**src/hdl/esf_pkg.sv**
```systemverilog
// ----------------------------------------------------------------------------
// esf_pkg
// Types, codes and constants shared by the epoch / sequence command filter.
// ----------------------------------------------------------------------------
`timescale 1ns / 1ps
`default_nettype none

package esf_pkg;

  // Request function codes; the unused code behaves as a query
  localparam logic [1:0] FUNC_OFFER = 2'd0;
  localparam logic [1:0] FUNC_QUERY = 2'd1;
  localparam logic [1:0] FUNC_CLEAR = 2'd2;

  // Result status codes
  typedef enum logic [2:0] {
    ST_ACCEPTED     = 3'd0,
    ST_DUPLICATE    = 3'd1,
    ST_OUT_OF_ORDER = 3'd2,
    ST_REJECTED     = 3'd3,
    ST_NONE         = 3'd4
  } status_t;

  localparam logic [31:0] TIMEOUT_RESET = 32'd1000;
  localparam logic [31:0] AGE_NONE      = 32'hFFFF_FFFF;

  // One request
  typedef struct packed {
    logic [1:0]  func;
    logic        parse_ok;
    logic [31:0] cmd_epoch;
    logic [31:0] cmd_seq;
    logic        cmd_valid;
    logic [31:0] time_ms;
  } cmd_t;

  // One result
  typedef struct packed {
    status_t     status;
    logic [31:0] age_ms;
    logic        is_fresh;
    logic        is_usable;
    logic [31:0] accepted_count;
    logic [31:0] duplicate_count;
    logic [31:0] out_of_order_count;
    logic [31:0] reject_count;
    logic [31:0] epoch_change_count;
  } res_t;

endpackage

`default_nettype wire

```
**src/hdl/esf_cmd_if.sv**
```systemverilog
// ----------------------------------------------------------------------------
// esf_cmd_if
// Valid / ready channel carrying requests into the command filter.
// ----------------------------------------------------------------------------
`timescale 1ns / 1ps
`default_nettype none

interface esf_cmd_if;
  logic          valid;
  logic          ready;
  esf_pkg::cmd_t payload;

  modport source (output valid, output payload, input ready);
  modport sink   (input valid, input payload, output ready);
endinterface

`default_nettype wire

```
**src/hdl/esf_res_if.sv**
```systemverilog
// ----------------------------------------------------------------------------
// esf_res_if
// Valid / ready channel carrying results out of the command filter.
// ----------------------------------------------------------------------------
`timescale 1ns / 1ps
`default_nettype none

interface esf_res_if;
  logic          valid;
  logic          ready;
  esf_pkg::res_t payload;

  modport source (output valid, output payload, input ready);
  modport sink   (input valid, input payload, output ready);
endinterface

`default_nettype wire

```
**src/hdl/epoch_sequence_command_filter_unit.sv**
```systemverilog
// ----------------------------------------------------------------------------
// epoch_sequence_command_filter_unit
// Single-command duplicate / ordering filter keyed on producer epoch and
// sequence number, with freshness reporting and lifetime counters.
// ----------------------------------------------------------------------------
// Each request passes an input register and a result register: it is held in
// the input register until the result register can take its result, and a new
// request can be taken every cycle while results are drained. The held
// command and the five counters are updated as a request leaves the input
// register, so back-to-back offers see each other's effect. The counters on
// the result port are the live counters, which stay still while a result
// waits to be taken. timeout_ms is written through cfg_wr_en / cfg_wr_data,
// by the user only while the block is idle (the block does not enforce this);
// it resets to 1000 ms, and zero makes every result report not fresh.
`timescale 1ns / 1ps
`default_nettype none

module epoch_sequence_command_filter_unit (
  input  wire logic        clk,
  input  wire logic        rst,
  input  wire logic        cfg_wr_en,
  input  wire logic [31:0] cfg_wr_data,
  esf_cmd_if.sink          cmd,
  esf_res_if.source        res
);

  // Configuration
  logic [31:0] timeout_ms;

  // Input register
  logic          in_valid;
  esf_pkg::cmd_t in_q;

  // Result register
  logic              out_valid;
  esf_pkg::status_t  out_status;
  logic [31:0]       out_age;
  logic              out_fresh;
  logic              out_usable;

  // Held command and counters
  logic        holds;
  logic [31:0] held_epoch;
  logic [31:0] held_seq;
  logic [31:0] held_arrival;
  logic        held_valid;
  logic [31:0] acc_cnt;
  logic [31:0] dup_cnt;
  logic [31:0] ooo_cnt;
  logic [31:0] rej_cnt;
  logic [31:0] epoch_cnt;

  // Next values
  logic        holds_next;
  logic [31:0] held_epoch_next;
  logic [31:0] held_seq_next;
  logic [31:0] held_arrival_next;
  logic        held_valid_next;
  esf_pkg::status_t status_next;
  logic [31:0] age_next;
  logic        fresh_next;

  logic out_free;
  logic advance;
  logic same_epoch;
  logic take;
  logic epoch_change;

  // Handshake: the result register parts the two sides
  assign out_free  = !out_valid || res.ready;
  assign advance   = in_valid && out_free;
  assign cmd.ready = !in_valid || advance;

  // Timeout register
  always_ff @(posedge clk) begin
    if (rst) begin
      timeout_ms <= esf_pkg::TIMEOUT_RESET;
    end else if (cfg_wr_en) begin
      timeout_ms <= cfg_wr_data;
    end
  end

  // Capture request
  always_ff @(posedge clk) begin
    if (rst) begin
      in_valid <= 1'b0;
    end else if (cmd.ready) begin
      in_valid <= cmd.valid;
    end
    if (cmd.valid && cmd.ready) begin
      in_q <= cmd.payload;
    end
  end

  // Classify the request against the held command
  always_comb begin
    same_epoch = holds && (in_q.cmd_epoch == held_epoch);
    if (in_q.func != esf_pkg::FUNC_OFFER) begin
      status_next = esf_pkg::ST_NONE;
    end else if (!in_q.parse_ok) begin
      status_next = esf_pkg::ST_REJECTED;
    end else if (same_epoch && (in_q.cmd_seq == held_seq)) begin
      status_next = esf_pkg::ST_DUPLICATE;
    end else if (same_epoch && (in_q.cmd_seq < held_seq)) begin
      status_next = esf_pkg::ST_OUT_OF_ORDER;
    end else begin
      status_next = esf_pkg::ST_ACCEPTED;
    end
    take         = (status_next == esf_pkg::ST_ACCEPTED);
    epoch_change = take && holds && !same_epoch;
  end

  // Next held command: replace on accept, drop on clear
  always_comb begin
    holds_next        = holds;
    held_epoch_next   = held_epoch;
    held_seq_next     = held_seq;
    held_arrival_next = held_arrival;
    held_valid_next   = held_valid;
    if (in_q.func == esf_pkg::FUNC_CLEAR) begin
      holds_next        = 1'b0;
      held_epoch_next   = '0;
      held_seq_next     = '0;
      held_arrival_next = '0;
      held_valid_next   = 1'b0;
    end else if (take) begin
      holds_next        = 1'b1;
      held_epoch_next   = in_q.cmd_epoch;
      held_seq_next     = in_q.cmd_seq;
      held_arrival_next = in_q.time_ms;
      held_valid_next   = in_q.cmd_valid;
    end
  end

  // Age and freshness after the request has been applied
  always_comb begin
    if (!holds_next) begin
      age_next = esf_pkg::AGE_NONE;
    end else if (in_q.time_ms < held_arrival_next) begin
      age_next = '0;
    end else begin
      age_next = in_q.time_ms - held_arrival_next;
    end
    fresh_next = holds_next && (timeout_ms != '0) && (age_next <= timeout_ms);
  end

  // Advance held command and counters
  always_ff @(posedge clk) begin
    if (rst) begin
      holds        <= 1'b0;
      held_epoch   <= '0;
      held_seq     <= '0;
      held_arrival <= '0;
      held_valid   <= 1'b0;
      acc_cnt      <= '0;
      dup_cnt      <= '0;
      ooo_cnt      <= '0;
      rej_cnt      <= '0;
      epoch_cnt    <= '0;
    end else if (advance) begin
      holds        <= holds_next;
      held_epoch   <= held_epoch_next;
      held_seq     <= held_seq_next;
      held_arrival <= held_arrival_next;
      held_valid   <= held_valid_next;
      if (status_next == esf_pkg::ST_ACCEPTED)     acc_cnt <= acc_cnt + 32'd1;
      if (status_next == esf_pkg::ST_DUPLICATE)    dup_cnt <= dup_cnt + 32'd1;
      if (status_next == esf_pkg::ST_OUT_OF_ORDER) ooo_cnt <= ooo_cnt + 32'd1;
      if (status_next == esf_pkg::ST_REJECTED)     rej_cnt <= rej_cnt + 32'd1;
      if (epoch_change)                             epoch_cnt <= epoch_cnt + 32'd1;
    end
  end

  // Result register
  always_ff @(posedge clk) begin
    if (rst) begin
      out_valid <= 1'b0;
    end else if (out_free) begin
      out_valid <= in_valid;
    end
    if (advance) begin
      out_status <= status_next;
      out_age    <= age_next;
      out_fresh  <= fresh_next;
      out_usable <= fresh_next && held_valid_next;
    end
  end

  // Drive result channel
  assign res.valid                      = out_valid;
  assign res.payload.status             = out_status;
  assign res.payload.age_ms             = out_age;
  assign res.payload.is_fresh           = out_fresh;
  assign res.payload.is_usable          = out_usable;
  assign res.payload.accepted_count     = acc_cnt;
  assign res.payload.duplicate_count    = dup_cnt;
  assign res.payload.out_of_order_count = ooo_cnt;
  assign res.payload.reject_count       = rej_cnt;
  assign res.payload.epoch_change_count = epoch_cnt;

  // Checks
  a_accept_age_zero: assert property (@(posedge clk) disable iff (rst)
    out_valid && (out_status == esf_pkg::ST_ACCEPTED) |-> (out_age == '0))
    else $error("accepted command reports non-zero age");

  a_usable_fresh: assert property (@(posedge clk) disable iff (rst)
    out_valid && out_usable |-> out_fresh)
    else $error("usable result that is not fresh");

  a_clear_drops: assert property (@(posedge clk) disable iff (rst)
    advance && (in_q.func == esf_pkg::FUNC_CLEAR) |=> !holds && !out_fresh)
    else $error("clear left a command held");

  a_counters_still: assert property (@(posedge clk) disable iff (rst)
    !advance |=> $stable(acc_cnt) && $stable(dup_cnt) && $stable(ooo_cnt)
                 && $stable(rej_cnt) && $stable(epoch_cnt))
    else $error("counter moved without a request");

  a_request_kept: assert property (@(posedge clk) disable iff (rst)
    in_valid && !advance |=> in_valid)
    else $error("stalled request lost from input register");

endmodule

`default_nettype wire

```
**src/flat_wrapper.sv**
```systemverilog
// flat-port wrapper written by rule: the top's interface ports become plain ports
module epoch_sequence_command_filter_unit_flat 
  (clk, rst, cfg_wr_en, cfg_wr_data, cmd_valid, cmd_payload, cmd_ready, res_valid, res_payload, res_ready);
  esf_cmd_if cmd_i ();
  esf_res_if res_i ();
  input  wire logic clk;
  input  wire logic rst;
  input  wire logic cfg_wr_en;
  input  wire logic [31:0] cfg_wr_data;
  input wire logic [$bits(cmd_i.valid)-1:0] cmd_valid;
  input wire logic [$bits(cmd_i.payload)-1:0] cmd_payload;
  output wire logic [$bits(cmd_i.ready)-1:0] cmd_ready;
  output wire logic [$bits(res_i.valid)-1:0] res_valid;
  output wire logic [$bits(res_i.payload)-1:0] res_payload;
  input wire logic [$bits(res_i.ready)-1:0] res_ready;
  assign cmd_i.valid = cmd_valid;
  assign cmd_i.payload = cmd_payload;
  assign cmd_ready = cmd_i.ready;
  assign res_valid = res_i.valid;
  assign res_payload = res_i.payload;
  assign res_i.ready = res_ready;
  epoch_sequence_command_filter_unit u_core (.clk(clk), .rst(rst), .cfg_wr_en(cfg_wr_en), .cfg_wr_data(cfg_wr_data), .cmd(cmd_i), .res(res_i));
endmodule
```
**config.mk**
```make
export PLATFORM = sky130hd
export DESIGN_NAME = epoch_sequence_command_filter_unit_flat
export DESIGN_NICKNAME = d
export VERILOG_FILES = /design/src/hdl/esf_pkg.sv /design/src/hdl/esf_cmd_if.sv /design/src/hdl/esf_res_if.sv /design/src/hdl/epoch_sequence_command_filter_unit.sv /design/src/flat_wrapper.sv
export SDC_FILE = /design/constraint.sdc
export NUM_CORES = 1
export LEC_CHECK = 0
export ABC_AREA = 1
export BUFFER_PORTS_ARGS = -buffer_cell sky130_fd_sc_hd__buf_2
export CORE_ASPECT_RATIO = 0.9
export CORE_MARGIN = 1
export CORE_UTILIZATION = 60
export CTS_CLUSTER_DIAMETER = 120
export DETAILED_ROUTE_END_ITERATION = 8
export PLACE_DENSITY = 0.83
export REMOVE_ABC_BUFFERS = 1
export SYNTH_ARGS = -nofsm -noshare
export SYNTH_HDL_FRONTEND = slang
export SYNTH_SLANG_ARGS = --single-unit
export TNS_END_PERCENT = 5
```
**constraint.sdc**
```tcl
create_clock -name clk -period 13.8 [get_ports clk]
set_input_delay 0.69 -clock clk [delete_from_list [all_inputs] [get_ports clk]]
set_output_delay 0.69 -clock clk [all_outputs]
set_load 0.02 [all_outputs]
```
After elaboration in Yosys (flattened, before gate mapping)

Cells that the tools add are included.

$add $sub $neg: 6
$lt $le $gt $ge: 3
Equal/unequal tests: 6
Muxes and demuxes: 16
Reduce and logical (&&, ||, !) cells: 25

Operator list:

| operator              | count |
|---|---|
| $mux 32               | 8 |
| $add 32x1->32 const B | 5 |
| $eq 32x32->1          | 2 |
| $lt 32x32->1          | 2 |
| $le 32x32->1          | 1 |
| $reduce_bool 32->1    | 1 |
| $sub 32x32->32        | 1 |
| $reduce_and 2->1      | 6 |
| $logic_and 1x1->1     | 10 |
| $mux 3                | 3 |
| $eq 3x2->1 const B    | 2 |
| $mux 1                | 4 |
| $reduce_bool 2->1     | 2 |
| $eq 3x1->1 const B    | 1 |
| $logic_not 1->1       | 3 |
| $logic_not 3->1       | 1 |
| $eq 2x2->1 const B    | 1 |
| $logic_or 1x1->1      | 2 |
| $mux 2                | 1 |

Flip-flop bits (word level): 429
Bits of input ports: 137
Logic and storage cells: 79

Depth between registers and ports, before layout

Gate-level depths: netlist (run 1).

Word-level depth: 16
Gate-level depth with buffers: 43

Worst setup path after synthesis (run 1)

No wires, ideal clock.

Kind: reg2reg
Start: register u_core.in_q[64] (netlist bit)
End: register u_core.out_usable, data pin
Library setup time: 0.253 ns
Arrival time: 4.840 ns
Data required time: 13.547 ns
Path slack: 8.706 ns
Stages on the path, launching flop included: 39
Path buffers: 1
Clock period less this slack: 5.094 ns
Path through: edfxtp_1 -> ha_1 -> nand2_1 -> nor2_1 -> nand2_1 -> nor2_1 -> nand3_1 -> nor2_1 -> nor2_1 -> nand4_1 -> nand3_1 -> buf_2 -> nand2_1 -> nand3_1 -> inv_1 -> ha_1 -> inv_1 -> fa_1 -> [3 not listed] -> nand2_1 -> a21boi_0 -> inv_1 -> nand3_1 -> nand3_1 -> a21o_1 -> or2_2 -> nand3_1 -> nand2_1 -> ha_1 -> nand2_1 -> nor3_1 -> and3_1 -> nand2_1 -> nand2_1 -> nand2_1 -> nand4_1 -> nor2_1

Cells in the longest elaborated chain, start to end: 15
Elaborated cells on any way between the ends: 23
Classes of those cells: add/sub (1); order compare (3); eq/ne (1); mux (12); reduce/logical (6)

RTL lines:

| element                                        | line                                                                                 | text |
|---|---|---|
| start: declaration                             | epoch_sequence_command_filter_unit.sv:32                                             | `esf_pkg::cmd_t in_q;` |
| start signal: assignment                       | epoch_sequence_command_filter_unit.sv:91                                             | `in_q <= cmd.payload;` |
| $lt 32x32->1                                   | epoch_sequence_command_filter_unit.sv:104                                            | `end else if (same_epoch && (in_q.cmd_seq < held_seq)) begin` |
| $logic_and 1x1->1                              | epoch_sequence_command_filter_unit.sv:104                                            |  |
| $mux 2                                         | epoch_sequence_command_filter_unit.sv:104                                            |  |
| $mux 3 (*)                                     | epoch_sequence_command_filter_unit.sv:102                                            | `end else if (same_epoch && (in_q.cmd_seq == held_seq)) begin` |
| $mux 3 (*)                                     | epoch_sequence_command_filter_unit.sv:100                                            | `end else if (!in_q.parse_ok) begin` |
| $mux 3 (*)                                     | epoch_sequence_command_filter_unit.sv:98                                             | `if (in_q.func != esf_pkg::FUNC_OFFER) begin` |
| $logic_not 3->1 (*)                            | epoch_sequence_command_filter_unit.sv:109                                            | `take = (status_next == esf_pkg::ST_ACCEPTED);` |
| $mux 32 (*)                                    | epoch_sequence_command_filter_unit.sv:126                                            | `end else if (take) begin` |
| $mux 32 (*)                                    | epoch_sequence_command_filter_unit.sv:120                                            | `if (in_q.func == esf_pkg::FUNC_CLEAR) begin` |
| net u_core.held_arrival_next[0]                | epoch_sequence_command_filter_unit.sv:57                                             | `logic [31:0] held_arrival_next;` |
| $sub 32x32->32 or $lt 32x32->1 (tied branches) | epoch_sequence_command_filter_unit.sv:142, epoch_sequence_command_filter_unit.sv:139 |  |
| $mux 32 (*)                                    | epoch_sequence_command_filter_unit.sv:139                                            | `end else if (in_q.time_ms < held_arrival_next) begin` |
| $mux 32 (*)                                    | epoch_sequence_command_filter_unit.sv:137                                            | `if (!holds_next) begin` |
| net u_core.age_next[26]                        | epoch_sequence_command_filter_unit.sv:60                                             | `logic [31:0] age_next;` |
| $le 32x32->1 (*)                               | epoch_sequence_command_filter_unit.sv:144                                            | `fresh_next = holds_next && (timeout_ms != '0) && (age_next <= timeout_ms);` |
| $logic_and 1x1->1 (*)                          | epoch_sequence_command_filter_unit.sv:144                                            |  |
| $logic_and 1x1->1 (*)                          | epoch_sequence_command_filter_unit.sv:185                                            | `out_usable <= fresh_next && held_valid_next;` |
| end signal: assignment                         | epoch_sequence_command_filter_unit.sv:185                                            |  |
| end: declaration                               | epoch_sequence_command_filter_unit.sv:39                                             | `logic out_usable;` |

The timed path passes the listed nets; every way through them passes the cells marked *.
A chain may end at the register's enable or synchronous reset.

Worst setup path in the final report (run 1)

Start: register u_core.in_q[60] (netlist bit)
End: register u_core.out_fresh, data pin

Cells in the longest elaborated chain, start to end: 14
Elaborated cells on any way between the ends: 20
Classes of those cells: add/sub (1); order compare (3); eq/ne (1); mux (10); reduce/logical (5)

RTL lines:

| element                                        | line                                                                                 | text |
|---|---|---|
| $lt 32x32->1                                   | epoch_sequence_command_filter_unit.sv:104                                            |  |
| $logic_and 1x1->1                              | epoch_sequence_command_filter_unit.sv:104                                            |  |
| $mux 2                                         | epoch_sequence_command_filter_unit.sv:104                                            |  |
| $mux 3 (*)                                     | epoch_sequence_command_filter_unit.sv:102                                            |  |
| $mux 3 (*)                                     | epoch_sequence_command_filter_unit.sv:100                                            |  |
| $mux 3 (*)                                     | epoch_sequence_command_filter_unit.sv:98                                             |  |
| $logic_not 3->1 (*)                            | epoch_sequence_command_filter_unit.sv:109                                            |  |
| $mux 32 (*)                                    | epoch_sequence_command_filter_unit.sv:126                                            |  |
| $mux 32 (*)                                    | epoch_sequence_command_filter_unit.sv:120                                            |  |
| net u_core.held_arrival_next[0]                | epoch_sequence_command_filter_unit.sv:57                                             |  |
| $sub 32x32->32 or $lt 32x32->1 (tied branches) | epoch_sequence_command_filter_unit.sv:142, epoch_sequence_command_filter_unit.sv:139 |  |
| $mux 32 (*)                                    | epoch_sequence_command_filter_unit.sv:139                                            |  |
| $mux 32 (*)                                    | epoch_sequence_command_filter_unit.sv:137                                            |  |
| net u_core.age_next[31]                        | epoch_sequence_command_filter_unit.sv:60                                             |  |
| $le 32x32->1 (*)                               | epoch_sequence_command_filter_unit.sv:144                                            |  |
| $logic_and 1x1->1 (*)                          | epoch_sequence_command_filter_unit.sv:144                                            |  |
| net u_core.fresh_next                          | epoch_sequence_command_filter_unit.sv:61                                             | `logic fresh_next;` |
| end signal: assignment                         | epoch_sequence_command_filter_unit.sv:184                                            | `out_fresh <= fresh_next;` |
| end: declaration                               | epoch_sequence_command_filter_unit.sv:38                                             | `logic out_fresh;` |

Marks and branches as above.

==> results_dict.tcl, run 1 <==
set metrics [dict create \
    max_freq_mhz 141.2 \
    cts_resized 0 \
    grt_max_degree 98 \
    grt_pass1_wl_microns 104300 \
    whs_ps 269.3 \
    yosysMostFrequentCell "nand2_1" \
    core_area_sq_um 37390 \
    rsz0062_at_grt "no" \
    die_x_microns 207.9 \
    peakVddDrop_mv 0.1028 \
    num_rows 67 \
    ant_nets 0 \
    relSlewSlack_pct 18.10 \
    drt_iter0_drc 2134 \
    grt_pass1_vias 20600 \
    synth_area_sq_um 22900 \
    syn_to_final_growth_pct 14.92 \
    synth_cells 3002 \
    cp-endpoint "u_core.out_fresh$_DFFE_PP_" \
    finalClockSkew_ps 21.45 \
    muxShareOfSynthArea_pct 0 \
    hold_buffers 0 \
    gp_congestion 0.9724 \
    synth_seq_cells 429 \
    path_common_cell "nand2_1" \
    fill_cells 2999 \
    synth-edff-count 137 \
    worst-r2r-setup-slack_ps 6720 \
    setup_viol 0 \
    synth_top_area_share_pct 25.53 \
    clkTransAtPathRegs_ps 70 \
    synth_commonest_cells "nand2_1 (692), a21oi_1 (335), inv_1 (330)" \
    synthAdderAreaFrac_pct 5.606 \
    cts_setup_buffers 0 \
    maxCapViolations 0 \
    end_kind "flip-flop" \
    crit_start "u_core.in_q[60]$_DFFE_PP_" \
    routed_via_density 5.696 \
    fin_tns_setup_ps 0 \
    cts_buffers 45 \
    ys.flop_type "dfxtp_1" \
    cts_tree "done" \
    die_area_sq_um 38950 \
    crit_required_ps 14130 \
    h-tree-depth 2 \
    grt_usage_pct 32.68 \
    synth.distinct_cells 49 \
    synth_top_family_by_area "simple AND/OR/NAND/NOR gates" \
    clock-root-buffer "clkbuf_16" \
    synth-simple-area-share_pct 26.01 \
    p_leak_nw 10.74 \
    reg2reg_to "u_core.out_fresh$_DFFE_PP_" \
    clockBufferDepth 3 \
    antenna_found_initial 8 \
    clock_sinks 429 \
    synth-compound-area-share_pct 11.47 \
    hpwl_microns 45780 \
    status "complete, no violations" \
    path_depth 38 \
    overflow 0 \
    synth_xor_area_share_pct 5.470 \
    drive_gt1_share_pct 13.91 \
    layout_worst_path_cycle_share_pct 51.33 \
    seqCellArea_sq_um 9960 \
    initial_core_util_pct 61.24 \
    yosysTopAreaCell "dfxtp_1" \
    power_per_cell_area_nw_per_um2 113.2 \
    num-nets-final 3516 \
    yosys_warnings 0 \
    drc 0 \
    ys_seq_area_share_pct 43.49 \
    regToRegStartpoint "u_core.in_q[60]$_DFFE_PP_" \
    hold_class "input pin to flip-flop" \
    drv_slew 0 \
    multi_input_area_sq_um 11140 \
    yosys-top-cells-area "dfxtp_1 (26%), edfxtp_1 (18%), nand2_1 (11%)" \
    worst-path-buf-inv 7 \
    slowest_stage "a21oi_2" \
    crit_arrival_ps 7420 \
    async_reset_ff_share_pct 0 \
    fin_crit_ps 7083 \
    clk_latency_ps 600 \
    crit_fanout 39 \
    syn_avg_cell_area_sq_um 7.628 \
    crit_path_max_incr_delay_ps 630 \
    num_vias 21660 \
    reg2reg_depth 38 \
    io_pins 336 \
    drt-pass1-iter-count 8 \
    start_kind "flip-flop" \
    finalHoldViolations 0 \
    wire_per_inst_microns 16.94 \
    die_y_microns 187.3 \
    critPathTopFamily "simple AND/OR/NAND/NOR gates" \
    worstMarginPinSlew_ps 1229 \
    routed_wl_microns 64440 \
    critical_path_class "flip-flop to flip-flop" \
    io_buffers 335 \
]
[where the power goes]
part	switching [mW]	total (mW)	leakage [nW]	internal, mW
Combinational	0.224	0.340	6.33	0.115
Clock	0.528	1.27	0.770	0.743
Sequential	0.0215	1.37	3.64	1.35
Total	0.774	2.98	10.7	2.21
[cell families after synthesis]
logic type	after synthesis
AO/OA/AOI/OAI	506
XOR/XNOR	143
adder cells (fa/ha/maj)	102
buffers and inverters	459
flip-flops	429
AND/OR/NAND/NOR	1363
[how the worst min path moves through the flow]
stage	from	endpoint	slack [ps]	cells past startpoint
2_1_floorplan	u_core.held_epoch[17]$_SDFFE_PP0P_	u_core.held_epoch[17]$_SDFFE_PP0P_	450	2
3_3_place_gp	u_core.held_seq[5]$_SDFFE_PP0P_	u_core.held_seq[5]$_SDFFE_PP0P_	470	2
3_5_place_dp	u_core.held_seq[22]$_SDFFE_PP0P_	u_core.held_seq[22]$_SDFFE_PP0P_	470	2
4_1_cts	cmd_payload[73]	u_core.in_q[73]$_DFFE_PP_	240	1
5_1_grt	cmd_payload[73]	u_core.in_q[73]$_DFFE_PP_	250	1
6_report	cmd_payload[93]	u_core.in_q[93]$_DFFE_PP_	270	1
[routing by layer]
metal  vias up  GRT usage [%]  part of all wire, %
li1      10550              -                    -
met1     10130          44.40                   44
met2       832          50.62                   45
met3       142          6.817                  8.3
met4         4          13.76                  3.4
met5         -              0                0.045
[state kept, by name, summed over array words and instances (netlist names)]
signal	cells
u_core.in_q	100
u_core.acc_cnt	32
u_core.dup_cnt	32
u_core.epoch_cnt	32
u_core.held_arrival	32
u_core.held_epoch	32
u_core.held_seq	32
u_core.ooo_cnt	32
u_core.out_age	32
u_core.rej_cnt	32
u_core.timeout_ms	32
u_core.out_status	3
u_core.held_valid	1
u_core.holds	1
u_core.in_valid	1
u_core.out_fresh	1
u_core.out_usable	1
u_core.res.valid	1
[through the flow]
step	instance area [sq um]	power [mW]	util (%)	worst slack, ps	std cells
global route	26310	3.088	70.37	6065	3801
CTS	26290	2.988	70.32	6316	3796
detailed placement	24760	1.726	66.23	6379	3713
finish	26310	2.979	70.38	6717	3803
floorplan	22350	1.610	-	6686	2880
global placement	24760	1.713	66.23	6876	3713
[cell type report]
cell class	instances	share of cell area (%)
clock buffers	54	4.603
flip-flops and latches	429	37.85
repair buffers	350	6.823
clock inverters	29	1.208
multi-input cells	2114	42.32
diodes	7	0.06657
inverters	337	4.831
well taps	483	2.297
[cells in the final DEF (no fill, tap or decap), types with 3 or more instances in the layout]
master     instances
inv_1            328
a21o_1             4
nand2_1          691
clkbuf_1           5
inv_2              5
nor3b_1            5
ha_1             101
a21oi_1          334
nand2_4            3
nor2_1           223
a211oi_1           3
buf_2            334
nor3_1            78
nor3_2             4
edfxtp_1         137
clkinv_1           4
nand3_1          194
buf_4             15
or2_2              8
o21ai_0          137
nor4_1            38
xnor2_1           48
xor2_1            95
nand4_1          101
inv_6              3
dfxtp_1          292
nor2_2             5
clkbuf_8           3
bufinv_16          6
clkbuf_16         46
o21a_1             8
clkinv_2          17
diode_2            7
o21bai_1           4
Power figures use the tool's default switching activity.
==> run 2, diff against run 1 <==
--- a/config.mk
+++ b/config.mk
@@ -9,10 +9,10 @@
 export BUFFER_PORTS_ARGS = -buffer_cell sky130_fd_sc_hd__buf_2
 export CORE_ASPECT_RATIO = 0.9
 export CORE_MARGIN = 1
-export CORE_UTILIZATION = 60
+export CORE_UTILIZATION = 52
 export CTS_CLUSTER_DIAMETER = 120
 export DETAILED_ROUTE_END_ITERATION = 8
-export PLACE_DENSITY = 0.83
+export PLACE_DENSITY = 0.77
 export REMOVE_ABC_BUFFERS = 1
 export SYNTH_ARGS = -nofsm -noshare
 export SYNTH_HDL_FRONTEND = slang
==> constraint.sdc (replaced) <==
create_clock -name clk -period 6 [get_ports clk]
set_input_delay 0.3 -clock clk [delete_from_list [all_inputs] [get_ports clk]]
set_output_delay 0.3 -clock clk [all_outputs]
set_load 0.02 [all_outputs]
==> results_dict.tcl, run 2 (synthesis results as in run 1) <==
set metrics [dict create \
    core_area_sq_um 43240 \
    die_x_microns 223.2 \
    cts_buffers 46 \
    reg2reg_depth 34 \
    clockBufferDepth 3 \
    dp_cells 3794 \
    h-tree-depth 2 \
    final_common_cell "nand2_1" \
    hold_class "input pin to flip-flop" \
    wire_per_inst_microns 16.65 \
    clock_sinks 429 \
    io_pins 336 \
    crit_start "u_core.in_q[62]$_DFFE_PP_" \
    die_y_microns 201.1 \
    antenna_found_initial 6 \
    cp-endpoint "u_core.out_usable$_DFFE_PP_" \
    num_rows 72 \
    drive_gt1_share_pct 15.01 \
    fin_area_sq_um 28040 \
    crit_arrival_ps 5980 \
    gp_congestion 0.9389 \
    crit_path_max_incr_delay_ps 450 \
    num-nets-final 3658 \
    crit_fanout 12 \
    die_area_sq_um 44880 \
    worst-r2r-setup-slack_ps 350 \
    regToRegStartpoint "u_core.in_q[62]$_DFFE_PP_" \
    ant_nets 0 \
    crit_required_ps 6340 \
    cts_tree "done" \
    setup_viol 0 \
    path_common_cell "nand2_1" \
    drt_iter0_drc 1824 \
    grt_pass1_wl_microns 106900 \
    peakVddDrop_mv 0.2545 \
    finalClockSkew_ps 21.63 \
    post_dp_cell_area_sq_um 24920 \
    fin_crit_ps 5646 \
    stdcell_count 4015 \
    critical_path_class "flip-flop to flip-flop" \
    routed_via_density 5.512 \
    final_cell_mix "nand2_1 (687), buf_2 (336), a21oi_1 (330)" \
    hpwl_microns 45700 \
    clkTransAtPathRegs_ps 60 \
    drc 0 \
    drv_slew 0 \
    largest_register_ff_count 100 \
    initial_core_util_pct 52.95 \
    fill_cells 3673 \
    reg2reg_to "u_core.out_usable$_DFFE_PP_" \
    worstMarginPinSlew_ps 1052 \
    overflow 0 \
    clk_latency_ps 590 \
    slowest_stage "fa_2" \
    status "complete, no violations" \
    maxCapViolations 0 \
    grt_usage_pct 29.05 \
    grt_pass1_vias 21090 \
    top_register "u_core.in_q" \
    io_buffers 335 \
    power_per_cell_area_nw_per_um2 253.4 \
    p_leak_nw 11.41 \
    relSlewSlack_pct 29.88 \
    finalHoldViolations 0 \
    max_freq_mhz 177.1 \
    drt-pass1-iter-count 8 \
    grt_max_degree 97 \
    num_vias 22130 \
    end_kind "flip-flop" \
    routed_wl_microns 66860 \
    start_kind "flip-flop" \
    layout_worst_path_cycle_share_pct 94.09 \
    clock-root-buffer "clkbuf_16" \
    syn_to_final_growth_pct 22.44 \
]
-- run 2: changes by cell type in the layout (fill, tap and decap cells not counted), moves of 5 or more --
cell	delta
dlygate4sd3_1	+117
buf_4	+16
clkinvlp_4	+7
clkinv_2	-6
o21ai_0	-5
-- run 2: worst min-delay path by stage --
| stage | start | end | slack, ps | cells after the start |
|---|---|---|---|---|
| 6_report | cfg_wr_data[15] | u_core.timeout_ms[15]$_SDFFE_PP0P_ | 30 | 3 |
| 5_1_grt | cfg_wr_data[31] | u_core.timeout_ms[31]$_SDFFE_PP0P_ | 20 | 3 |
| 4_1_cts | cfg_wr_data[1] | u_core.timeout_ms[1]$_SDFFE_PP0P_ | 0.7 | 3 |
| 3_5_place_dp | u_core.held_epoch[17]$_SDFFE_PP0P_ | u_core.held_epoch[17]$_SDFFE_PP0P_ | 470 | 2 |
| 3_3_place_gp | u_core.held_epoch[9]$_SDFFE_PP0P_ | u_core.held_epoch[9]$_SDFFE_PP0P_ | 470 | 2 |
| 2_1_floorplan | rst | u_core.acc_cnt[10]$_SDFFE_PP0P_ | 370 | 1 |
-- run 2: metrics by stage --
| step | setup slack (ps) | power, mW | setup TNS [ps] | util, % | hold slack [ps] |
|---|---|---|---|---|---|
| 6_report | 354.4 | 7.103 | 0 | 64.84 | 26.05 |
| 5_1_grt | -107.7 | 7.381 | -191.2 | 64.83 | 15.72 |
| 4_1_cts | 114.4 | 7.088 | 0 | 64.10 | 0.6502 |
| 3_5_place_dp | 144.5 | 3.976 | 0 | 57.63 | 474.9 |
| 3_3_place_gp | 293.6 | 3.955 | 0 | 57.63 | 466.3 |
| 2_1_floorplan | -1114 | 3.702 | -6241 | - | 369.1 |
-- run 2: power by group --
| part | internal (mW) | switching (mW) | leakage [nW] | total [mW] |
|---|---|---|---|---|
| Combinational | 0.344 | 0.545 | 6.98 | 0.889 |
| Sequential | 3.10 | 0.0513 | 3.64 | 3.15 |
| Clock | 1.79 | 1.27 | 0.785 | 3.07 |
-- run 2: area by class of cell --
type                            count  area (sq um)  share of cell area, %
Antenna cell                        3         7.507                0.02678
Sequential cell                   429          9960                  35.52
Timing Repair Buffer              491          3178                  11.34
Inverter                          337          1276                  4.552
Tap cell                          555         694.4                  2.477
Clock buffer                       53          1229                  4.382
Clock inverter                     33         396.6                  1.415
Multi-Input combinational cell   2114         11300                  40.29
-- run 2: layer usage --
| layer | up-vias | GRT usage (%) | wire [microns] |
|---|---|---|---|
| met1 | 10290 | 37.37 | 28460 |
| met3 | 154 | 4.113 | 4041 |
| li1 | 10860 | - | - |
| met2 | 816 | 49.58 | 32200 |
| met4 | 6 | 10.57 | 2121 |
| met5 | - | 0 | 35 |
-- run 2: worst max-delay path: cells and delay by family (launching register included) --
family	cells	cell delay, ps
AND/OR/NAND/NOR	22	2430
adder cells (fa/ha/maj)	3	1160
AO/OA/AOI/OAI	4	760
buffers and inverters	5	630
flip-flops	1	410
-- run 2: repair_timing --
action / 4_1_cts / 5_1_grt
resized for setup: 0 / 52
setup endpoints to repair: 0 / 2
buffers inserted: 0 / 13
hold endpoints to repair: 117 / 0
hold buffers: 117 / 0
